## src/design/mlsc_pkg.sv

```systemverilog
// Shared types, widths and helpers of the mip level size calculator.
// Used by every module of the block; depends on nothing.
package mlsc_pkg;

  localparam int MAX_LEVELS = 15;

  localparam int LEVEL_W   = 4;
  localparam int WIDTH_W   = 15;
  localparam int DEPTH_W   = 12;
  localparam int PBITS_W   = 8;
  localparam int BBYTES_W  = 5;
  localparam int LCOUNT_W  = 4;
  localparam int SIZE_W    = 44;
  localparam int PITCH_W   = 19;
  localparam int TOTAL_W   = 47;
  localparam int CFG_IDX_W = 3;
  localparam int CFG_DATA_W = 15;

  localparam int BMULT_W = 6;
  localparam int AREA_W  = 2 * WIDTH_W;
  localparam int VOL_W   = 17;
  localparam int PROD_W  = 47;
  localparam int PMUL_W  = WIDTH_W + PBITS_W;

  typedef enum logic [CFG_IDX_W-1:0] {
    REG_BASE_WIDTH    = 3'd0,
    REG_BASE_HEIGHT   = 3'd1,
    REG_BASE_DEPTH    = 3'd2,
    REG_PIXEL_BITS    = 3'd3,
    REG_IS_COMPRESSED = 3'd4,
    REG_BLOCK_BYTES   = 3'd5,
    REG_LEVEL_COUNT   = 3'd6,
    REG_IS_CUBE       = 3'd7
  } reg_idx_t;

  typedef struct packed {
    logic [WIDTH_W-1:0]  base_width;
    logic [WIDTH_W-1:0]  base_height;
    logic [DEPTH_W-1:0]  base_depth;
    logic [PBITS_W-1:0]  pixel_bits;
    logic                is_compressed;
    logic [BBYTES_W-1:0] block_bytes;
    logic [LCOUNT_W-1:0] level_count;
    logic                is_cube;
  } cfg_t;

  typedef struct packed {
    logic               issue;
    logic [LEVEL_W-1:0] idx;
    logic               scale;
    logic               load;
  } ctrl_cmd_t;

  typedef struct packed {
    logic pipe_busy;
    logic out_free;
  } ctrl_sts_t;

  // Bytes per storage unit: per 4x4 block, or ceil(pixel_bits / 8) per pixel.
  function automatic logic [BMULT_W-1:0] unit_bytes(input cfg_t c);
    logic [PBITS_W:0] padded;
    padded = {1'b0, c.pixel_bits} + (PBITS_W+1)'(7);
    if (c.is_compressed) begin
      unit_bytes = BMULT_W'(c.block_bytes);
    end else begin
      unit_bytes = BMULT_W'(padded >> 3);
    end
  endfunction

endpackage

```

## src/design/mlsc_cfg_regs.sv

```systemverilog
// Configuration register file of the mip level size calculator.
// Depends on mlsc_pkg for the register indexes and the cfg_t layout.
module mlsc_cfg_regs (
  input  logic                               clk,
  input  logic                               rst,
  input  logic                               cfg_wr,
  input  logic [mlsc_pkg::CFG_IDX_W-1:0]     cfg_index,
  input  logic [mlsc_pkg::CFG_DATA_W-1:0]    cfg_data,
  output mlsc_pkg::cfg_t                     cfg
);

  always_ff @(posedge clk) begin
    if (rst) begin
      cfg.base_width    <= mlsc_pkg::WIDTH_W'(1);
      cfg.base_height   <= mlsc_pkg::WIDTH_W'(1);
      cfg.base_depth    <= mlsc_pkg::DEPTH_W'(1);
      cfg.pixel_bits    <= mlsc_pkg::PBITS_W'(32);
      cfg.is_compressed <= 1'b0;
      cfg.block_bytes   <= mlsc_pkg::BBYTES_W'(8);
      cfg.level_count   <= mlsc_pkg::LCOUNT_W'(1);
      cfg.is_cube       <= 1'b0;
    end else if (cfg_wr) begin
      case (mlsc_pkg::reg_idx_t'(cfg_index))
        mlsc_pkg::REG_BASE_WIDTH:    cfg.base_width    <= cfg_data[mlsc_pkg::WIDTH_W-1:0];
        mlsc_pkg::REG_BASE_HEIGHT:   cfg.base_height   <= cfg_data[mlsc_pkg::WIDTH_W-1:0];
        mlsc_pkg::REG_BASE_DEPTH:    cfg.base_depth    <= cfg_data[mlsc_pkg::DEPTH_W-1:0];
        mlsc_pkg::REG_PIXEL_BITS:    cfg.pixel_bits    <= cfg_data[mlsc_pkg::PBITS_W-1:0];
        mlsc_pkg::REG_IS_COMPRESSED: cfg.is_compressed <= cfg_data[0];
        mlsc_pkg::REG_BLOCK_BYTES:   cfg.block_bytes   <= cfg_data[mlsc_pkg::BBYTES_W-1:0];
        mlsc_pkg::REG_LEVEL_COUNT:   cfg.level_count   <= cfg_data[mlsc_pkg::LCOUNT_W-1:0];
        mlsc_pkg::REG_IS_CUBE:       cfg.is_cube       <= cfg_data[0];
        default: ;
      endcase
    end
  end

endmodule

```

## src/design/mlsc_ctrl.sv

```systemverilog
// Sequencer of the mip level size calculator: issues every level into the datapath.
// Depends on mlsc_pkg for the command and status structs.
module mlsc_ctrl (
  input  logic                  clk,
  input  logic                  rst,
  input  logic                  in_valid,
  output logic                  busy,
  output mlsc_pkg::ctrl_cmd_t   cmd,
  input  mlsc_pkg::ctrl_sts_t   sts
);

  typedef enum logic [2:0] {
    S_IDLE,
    S_RUN,
    S_DRAIN,
    S_SCALE,
    S_FIN
  } state_t;

  localparam logic [mlsc_pkg::LEVEL_W-1:0] LAST_LEVEL = '1;

  state_t                       state;
  logic [mlsc_pkg::LEVEL_W-1:0] cnt;

  always_ff @(posedge clk) begin
    if (rst) begin
      state <= S_IDLE;
      busy  <= 1'b0;
      cnt   <= '0;
      cmd   <= '0;
    end else begin
      cmd.issue <= (state == S_RUN);
      cmd.scale <= (state == S_DRAIN) && !cmd.issue && !sts.pipe_busy;
      cmd.load  <= (state == S_FIN) && sts.out_free;
      case (state)
        S_IDLE: begin
          if (in_valid) begin
            state <= S_RUN;
            busy  <= 1'b1;
            cnt   <= '0;
          end
        end
        S_RUN: begin
          cmd.idx <= cnt;
          cnt     <= cnt + 1'b1;
          if (cnt == LAST_LEVEL) begin
            state <= S_DRAIN;
          end
        end
        S_DRAIN: begin
          if (!cmd.issue && !sts.pipe_busy) begin
            state <= S_SCALE;
          end
        end
        S_SCALE: begin
          state <= S_FIN;
        end
        S_FIN: begin
          if (sts.out_free) begin
            busy  <= 1'b0;
            state <= S_IDLE;
          end
        end
        default: begin
          state <= S_IDLE;
          busy  <= 1'b0;
        end
      endcase
    end
  end

endmodule

```

## src/design/mlsc_dp.sv

```systemverilog
// Datapath of the mip level size calculator: dimension, multiply and sum pipeline
// plus the output register. Depends on mlsc_pkg; driven by mlsc_ctrl.
module mlsc_dp #(
  parameter int MAX_LEVELS = mlsc_pkg::MAX_LEVELS
) (
  input  logic                              clk,
  input  logic                              rst,
  input  mlsc_pkg::cfg_t                    cfg,
  input  logic                              take,
  input  logic [mlsc_pkg::LEVEL_W-1:0]      level,
  input  mlsc_pkg::ctrl_cmd_t               cmd,
  output mlsc_pkg::ctrl_sts_t               sts,
  output logic                              out_valid,
  input  logic                              out_stall,
  output logic [mlsc_pkg::WIDTH_W-1:0]      level_width,
  output logic [mlsc_pkg::WIDTH_W-1:0]      level_height,
  output logic [mlsc_pkg::DEPTH_W-1:0]      level_depth,
  output logic [mlsc_pkg::SIZE_W-1:0]       level_size,
  output logic [mlsc_pkg::PITCH_W-1:0]      row_pitch,
  output logic [mlsc_pkg::TOTAL_W-1:0]      total_size
);

  localparam int ACC_W   = mlsc_pkg::PROD_W + $clog2(MAX_LEVELS);
  localparam int SCALE_W = ACC_W + 3;
  localparam int N_W     = mlsc_pkg::LEVEL_W + 1;
  localparam logic [N_W-1:0] MAX_N = N_W'(MAX_LEVELS);

  localparam int W_W = mlsc_pkg::WIDTH_W;
  localparam int D_W = mlsc_pkg::DEPTH_W;

  // Query latch
  logic [mlsc_pkg::LEVEL_W-1:0] lvl_q;

  // Stage A: dimensions of the issued level
  logic [W_W-1:0]  bw, bh, sw, sh, pw, ph, cw, ch, dim_w, dim_h;
  logic [D_W-1:0]  bd, sd, dim_d;
  logic [W_W:0]    wsum, hsum;

  logic                         va;
  logic [mlsc_pkg::LEVEL_W-1:0] tag_a;
  logic [W_W-1:0]               w_a, h_a;
  logic [D_W-1:0]               d_a;

  // Stage B: area, volume factor and pitch
  logic [mlsc_pkg::BMULT_W-1:0] ubytes;
  logic [mlsc_pkg::PBITS_W-1:0] pmul;
  logic [mlsc_pkg::PMUL_W-1:0]  pprod, pitch_raw;

  logic                         vb;
  logic [mlsc_pkg::LEVEL_W-1:0] tag_b;
  logic [mlsc_pkg::AREA_W-1:0]  area_b;
  logic [mlsc_pkg::VOL_W-1:0]   vol_b;

  // Stage C: level byte size
  logic                         vc;
  logic [mlsc_pkg::LEVEL_W-1:0] tag_c;
  logic [mlsc_pkg::PROD_W-1:0]  prod_c;

  // Sum and captured results
  logic [N_W-1:0]               n0, n_lim;
  logic [ACC_W-1:0]             acc;
  logic [SCALE_W-1:0]           scaled;
  logic [W_W-1:0]               res_w, res_h;
  logic [D_W-1:0]               res_d;
  logic [mlsc_pkg::PITCH_W-1:0] res_pitch;
  logic [mlsc_pkg::SIZE_W-1:0]  res_size;
  logic [mlsc_pkg::TOTAL_W-1:0] res_total;

  always_comb begin
    bw = (cfg.base_width  == '0) ? W_W'(1) : cfg.base_width;
    bh = (cfg.base_height == '0) ? W_W'(1) : cfg.base_height;
    bd = (cfg.base_depth  == '0) ? D_W'(1) : cfg.base_depth;
    sw = bw >> cmd.idx;
    sh = bh >> cmd.idx;
    sd = bd >> cmd.idx;
    pw = (sw == '0) ? W_W'(1) : sw;
    ph = (sh == '0) ? W_W'(1) : sh;
    dim_d = (sd == '0) ? D_W'(1) : sd;
    wsum = {1'b0, pw} + (W_W+1)'(3);
    hsum = {1'b0, ph} + (W_W+1)'(3);
    cw = W_W'(wsum >> 2);
    ch = W_W'(hsum >> 2);
    dim_w = cfg.is_compressed ? cw : pw;
    dim_h = cfg.is_compressed ? ch : ph;
  end

  always_comb begin
    ubytes    = mlsc_pkg::unit_bytes(cfg);
    pmul      = cfg.is_compressed ? mlsc_pkg::PBITS_W'(cfg.block_bytes) : cfg.pixel_bits;
    pprod     = mlsc_pkg::PMUL_W'(w_a) * mlsc_pkg::PMUL_W'(pmul);
    pitch_raw = cfg.is_compressed ? pprod : (pprod >> 3);
  end

  always_comb begin
    n0     = (cfg.level_count == '0) ? N_W'(1) : N_W'(cfg.level_count);
    n_lim  = (n0 > MAX_N) ? MAX_N : n0;
    scaled = cfg.is_cube ? ((SCALE_W'(acc) << 2) + (SCALE_W'(acc) << 1)) : SCALE_W'(acc);
  end

  always_ff @(posedge clk) begin
    if (rst) begin
      va <= 1'b0;
      vb <= 1'b0;
      vc <= 1'b0;
    end else begin
      va <= cmd.issue;
      vb <= va;
      vc <= vb;
    end
  end

  always_ff @(posedge clk) begin
    if (take) begin
      lvl_q <= level;
    end

    tag_a <= cmd.idx;
    w_a   <= dim_w;
    h_a   <= dim_h;
    d_a   <= dim_d;

    tag_b  <= tag_a;
    area_b <= mlsc_pkg::AREA_W'(w_a) * mlsc_pkg::AREA_W'(h_a);
    vol_b  <= mlsc_pkg::VOL_W'(ubytes) * mlsc_pkg::VOL_W'(d_a);
    if (va && tag_a == lvl_q) begin
      res_w     <= w_a;
      res_h     <= h_a;
      res_d     <= d_a;
      res_pitch <= (|pitch_raw[mlsc_pkg::PMUL_W-1:mlsc_pkg::PITCH_W]) ?
                   '1 : pitch_raw[mlsc_pkg::PITCH_W-1:0];
    end

    tag_c  <= tag_b;
    prod_c <= mlsc_pkg::PROD_W'(area_b) * mlsc_pkg::PROD_W'(vol_b);

    if (take) begin
      acc <= '0;
    end else if (vc && (N_W'(tag_c) < n_lim)) begin
      acc <= acc + ACC_W'(prod_c);
    end
    if (vc && tag_c == lvl_q) begin
      res_size <= (|prod_c[mlsc_pkg::PROD_W-1:mlsc_pkg::SIZE_W]) ?
                  '1 : prod_c[mlsc_pkg::SIZE_W-1:0];
    end

    if (cmd.scale) begin
      res_total <= (|scaled[SCALE_W-1:mlsc_pkg::TOTAL_W]) ?
                   '1 : scaled[mlsc_pkg::TOTAL_W-1:0];
    end
  end

  always_ff @(posedge clk) begin
    if (rst) begin
      out_valid <= 1'b0;
    end else if (cmd.load) begin
      out_valid <= 1'b1;
    end else if (!out_stall) begin
      out_valid <= 1'b0;
    end
  end

  always_ff @(posedge clk) begin
    if (cmd.load) begin
      level_width  <= res_w;
      level_height <= res_h;
      level_depth  <= res_d;
      level_size   <= res_size;
      row_pitch    <= res_pitch;
      total_size   <= res_total;
    end
  end

  assign sts.pipe_busy = va | vb | vc;
  assign sts.out_free  = !out_valid || !out_stall;

endmodule

```

## src/design/mip_level_size_calc_core.sv

```systemverilog
// Top level of the mip level size calculator: register file, sequencer, datapath.
// Depends on mlsc_pkg, mlsc_cfg_regs, mlsc_ctrl and mlsc_dp.
//
//   channel | handshake            | payload
//   --------+----------------------+-----------------------------------------------
//   input   | in_valid / in_stall  | level
//   output  | out_valid/out_stall  | level_width, level_height, level_depth,
//           |                      | level_size, row_pitch, total_size
//   config  | cfg_wr               | cfg_index, cfg_data
//
// An item goes from acceptance to its result in order: the sequencer issues all sixteen levels
// one a cycle into a three-stage multiply pipeline, drains it, scales and captures the chain sum
// and loads the output register.
// A new item is taken at the edge that loads the previous result, so items never overlap.
// Synchronous active-high reset clears the sequencer and the valid flags.
// A stalled result holds the output register; the sequencer waits before loading.
module mip_level_size_calc_core #(
  parameter int MAX_LEVELS = mlsc_pkg::MAX_LEVELS
) (
  input  logic                              clk,
  input  logic                              rst,
  input  logic                              in_valid,
  output logic                              in_stall,
  input  logic [mlsc_pkg::LEVEL_W-1:0]      level,
  output logic                              out_valid,
  input  logic                              out_stall,
  output logic [mlsc_pkg::WIDTH_W-1:0]      level_width,
  output logic [mlsc_pkg::WIDTH_W-1:0]      level_height,
  output logic [mlsc_pkg::DEPTH_W-1:0]      level_depth,
  output logic [mlsc_pkg::SIZE_W-1:0]       level_size,
  output logic [mlsc_pkg::PITCH_W-1:0]      row_pitch,
  output logic [mlsc_pkg::TOTAL_W-1:0]      total_size,
  input  logic                              cfg_wr,
  input  logic [mlsc_pkg::CFG_IDX_W-1:0]    cfg_index,
  input  logic [mlsc_pkg::CFG_DATA_W-1:0]   cfg_data
);

  mlsc_pkg::cfg_t      cfg;
  mlsc_pkg::ctrl_cmd_t cmd;
  mlsc_pkg::ctrl_sts_t sts;
  logic                busy;
  logic                take;

  assign in_stall = busy;
  assign take     = in_valid && !busy;

  mlsc_cfg_regs u_regs (
    .clk       (clk),
    .rst       (rst),
    .cfg_wr    (cfg_wr),
    .cfg_index (cfg_index),
    .cfg_data  (cfg_data),
    .cfg       (cfg)
  );

  mlsc_ctrl u_ctrl (
    .clk      (clk),
    .rst      (rst),
    .in_valid (in_valid),
    .busy     (busy),
    .cmd      (cmd),
    .sts      (sts)
  );

  mlsc_dp #(
    .MAX_LEVELS (MAX_LEVELS)
  ) u_dp (
    .clk          (clk),
    .rst          (rst),
    .cfg          (cfg),
    .take         (take),
    .level        (level),
    .cmd          (cmd),
    .sts          (sts),
    .out_valid    (out_valid),
    .out_stall    (out_stall),
    .level_width  (level_width),
    .level_height (level_height),
    .level_depth  (level_depth),
    .level_size   (level_size),
    .row_pitch    (row_pitch),
    .total_size   (total_size)
  );

endmodule

```

## config.mk

```make
export PLATFORM = sky130hd
export DESIGN_NAME = mip_level_size_calc_core
export DESIGN_NICKNAME = d
export VERILOG_FILES = /design/src/design/mlsc_pkg.sv /design/src/design/mlsc_cfg_regs.sv /design/src/design/mlsc_ctrl.sv /design/src/design/mlsc_dp.sv /design/src/design/mip_level_size_calc_core.sv
export SDC_FILE = /design/constraint.sdc
export NUM_CORES = 2
export LEC_CHECK = 0
export BUFFER_PORTS_ARGS = -buffer_cell sky130_fd_sc_hd__buf_2
export CAP_MARGIN = 30
export CORE_MARGIN = 4
export CORE_UTILIZATION = 30
export CTS_BUF_LIST = sky130_fd_sc_hd__clkbuf_4
export DETAILED_ROUTE_END_ITERATION = 12
export GPL_ROUTABILITY_DRIVEN = 0
export SYNTH_ARGS = -nofsm -noshare
export SYNTH_HDL_FRONTEND = slang
export SYNTH_HIERARCHICAL = 1
export SYNTH_SLANG_ARGS = --single-unit
```

## constraint.sdc

```tcl
create_clock -name clk -period 18.35 [get_ports clk]
set_input_delay 0.9175 -clock clk [delete_from_list [all_inputs] [get_ports clk]]
set_output_delay 0.9175 -clock clk [all_outputs]
set_load 0.005 [all_outputs]
```

==> run metrics <==
status completed; DIE WIDTH 439 um; # Post-CTS Setup Buffers 0; Critical Path Start Type flip-flop; num rows 157; Pwr Total 0.00289 W; Area contributors post-synth fa_1 (25%), edfxtp_1 (17%), dfxtp_1 (10%); hpwl dp 106000 um; largest area contributor in the netlist fa_1; Pre-Repair DR Iteration Count 5; ratio of cells with drive above 1 in the final layout 9.40%; CP arrival 8.77 ns; Power Density 47.1 mW/mm2; CTS H-Tree Depth 4; DRT iter0 DRCs 2518; first-pass GRT wire length 227000 um; share of the synthesized area in the top cell type 25.4%; Total Wirelength 140000 um; drc violations 0; Mapped Nets 6927; antenna violations before repair 6; max_slew headroom 26.8%; Post-Synthesis Cell Area 0.0557 mm2; TritonCTS clock tree done; starting density of the core 30.3%; Area growth syn-to-layout 10.4%; crit share post-route 42.8%; Final ANT Viol Nets 0; Final setup violation count 0; leakage power 27.5 nW; unrepaired setup endpoints after global routing no; die height 439 um; actual slew at the worst max-slew pin 1.10 ns; commonest non-fill, non-tap cell in the layout nand2_1; core area 0.184 mm2; worst vdd ir 0.0000521 V; CTS buffer count 152; pin count of the biggest net entering global routing 99; critical-path cell list nand2_1 -> fa_1 -> fa_1 -> inv_1 -> fa_1 -> inv_1 -> fa_1 -> fa_1 -> fa_1 -> inv_1 -> ha_1 -> nand4_1 -> or3_1 -> o31a_1 -> o311ai_1 -> a21oi_1 -> nor3_1 -> o31ai_1 -> a21oi_1 -> o21a_1 -> o311ai_0; CTS root buf clkbuf_4; Worst-path clk slew 0.07 ns; Max Cap Viol 0; critical path data required time 19.26 ns; Max clock buf depth 3; cell repeated most along the worst path fa_1; syn avg cell area 9.59 um2; WL per Instance 16.4 um; Syn Inst Count 5809; CP Capture Type flip-flop; via count 40632; final hold viol count 0; Syn. warnings 6; Setup CP Type reg2reg; Fin Clk Skew 0.0945 ns; vias per cell 4.75; Sum Neg Setup Slack 0 ns; nets@finish 7076; Period minus WS final 7.85 ns; critical path fanouts, max 30; Peak Freq 127 MHz; Skew-Pair Late Insertion Delay 1.16 ns; grt ovf 0; register area share after synthesis 26.6%; # IOs 181; FFs w/ async S/R, synth 0%; Hold WC Path Type in2reg; EDFF count, synth 308; worst hold slack 0.206 ns; die area 0.193 mm2; commonest non-fill, non-tap cells in the layout nand2_1 (882), inv_1 (835), fa_1 (706); Worst path slowest cell dfxtp_1; Slew Viols, Final 0; flops & latches, synth 587; Max stage delay on crit path 1.04 ns; buffers added on ports 180; GRT Overall Usage 14.6%; top_reg_cell synth edfxtp_1; clock sink total 587; number of global-route vias before repair 41784; Synth cell types 94
logic make-up after synthesis:
logic type                 Yosys count  share of synthesized area, %
buffers and inverters             1102                          7.55
AOI/OAI and AO/OA                  819                          9.40
and+or+nand+nor                   1886                          16.5
DFF                                587                          26.6
xor gates and xnor gates           182                          2.86
adders and majority gates         1091                          34.0
muxes                              142                          3.00
timing repair:
| action | in CTS | in global routing |
|---|---|---|
| hold endpoints to repair | 15 | 0 |
| hold buffers | 11 | 0 |
| resized for setup | 0 | 0 |
power by group:
part           leakage [nW]  switching [W]  internal (W)
logic                  21.4       0.000176      0.000113
clock network          1.17       0.000555      0.000601
registers              4.95      0.0000436       0.00140
total                  27.5       0.000775       0.00212
final cells by class:
type	instances	area, um2
Tap cell	2464	3080
Timing Repair Buffer	260	1700
Multi-Input combinational cell	4120	36700
Inverter	837	3140
Clock buffer	223	1670
Antenna cell	16	40.0
Fill cell	19043	122000
Clock inverter	49	298
Sequential cell	587	14800
final timing paths:
path	endpoint	depth (start not counted)	slack (ns)	start
worst min register to register	u_dp/tag_c[0]	0	0.33	u_dp/tag_b[0]
worst min-delay path	u_regs/cfg[56]	3	0.21	cfg_data[10]
worst max register to register	u_dp/prod_c[43]	21	10.50	u_dp/vol_b[5]
worst max-delay path	u_dp/prod_c[43]	21	10.50	u_dp/vol_b[5]
per-stage QoR:
| step | area [um2] | setup slack (ns) | instances | utilization [%] |
|---|---|---|---|---|
| 5_1_grt | 61500 | 10.13 | 8545 | 33.4 |
| 2_1_floorplan | 55700 | 11.22 | 5809 | - |
| 3_5_place_dp | 59200 | 10.45 | 8252 | 32.2 |
| 4_1_cts | 61300 | 10.38 | 8535 | 33.3 |
| 3_3_place_gp | 59100 | 10.62 | 8247 | 32.2 |
| 6_report | 61500 | 10.50 | 8556 | 33.4 |
worst max-delay path: cells and delay by family, from the launching register on:
family	cells	cell delay (ns)
compound gates	7	2.06
fa+ha+maj	7	3.38
flops	1	1.04
simple gates	4	0.99
buf+inv	3	0.14
registers in the layout, indices dropped and copies added, names as in the netlist, 30 cells and up:
name and cells:
u_dp/prod_c 47, u_dp/area_b 30, u_dp/res_total 47, u_regs/cfg 61, u_dp/total_size 47, u_dp/res_size 44, u_dp/level_size 44, u_dp/acc 51
metal layers:
layer / vias to the layer above / global-route usage [%] / wire (um)
met5: - / 0 / 20
met4: 2 / 3.92 / 2570
met3: 161 / 2.89 / 9160
met2: 1164 / 23.0 / 63000
met1: 20025 / 20.5 / 65600
li1: 19280 / - / -
cell usage after synthesis, drive strengths merged, types with 18 or more instances:
library cell  count
nand2b          149
nor3             49
a211oi           20
a31oi            28
xnor2           125
o22ai            46
xor2             57
nor2            192
mux4             18
mux2i           111
dfxtp           279
nand2           882
or3              21
ha              385
nand4            25
edfxtp          308
nor4             22
and3             26
o31ai            25
nor2b            77
and2            329
fa              706
inv             835
a21o             95
o211ai           27
o21a             36
clkbuf          231
nand3            47
a21oi           257
o21bai           31
o21ai           149
buf              34
Power figures use the tool's default switching activity.
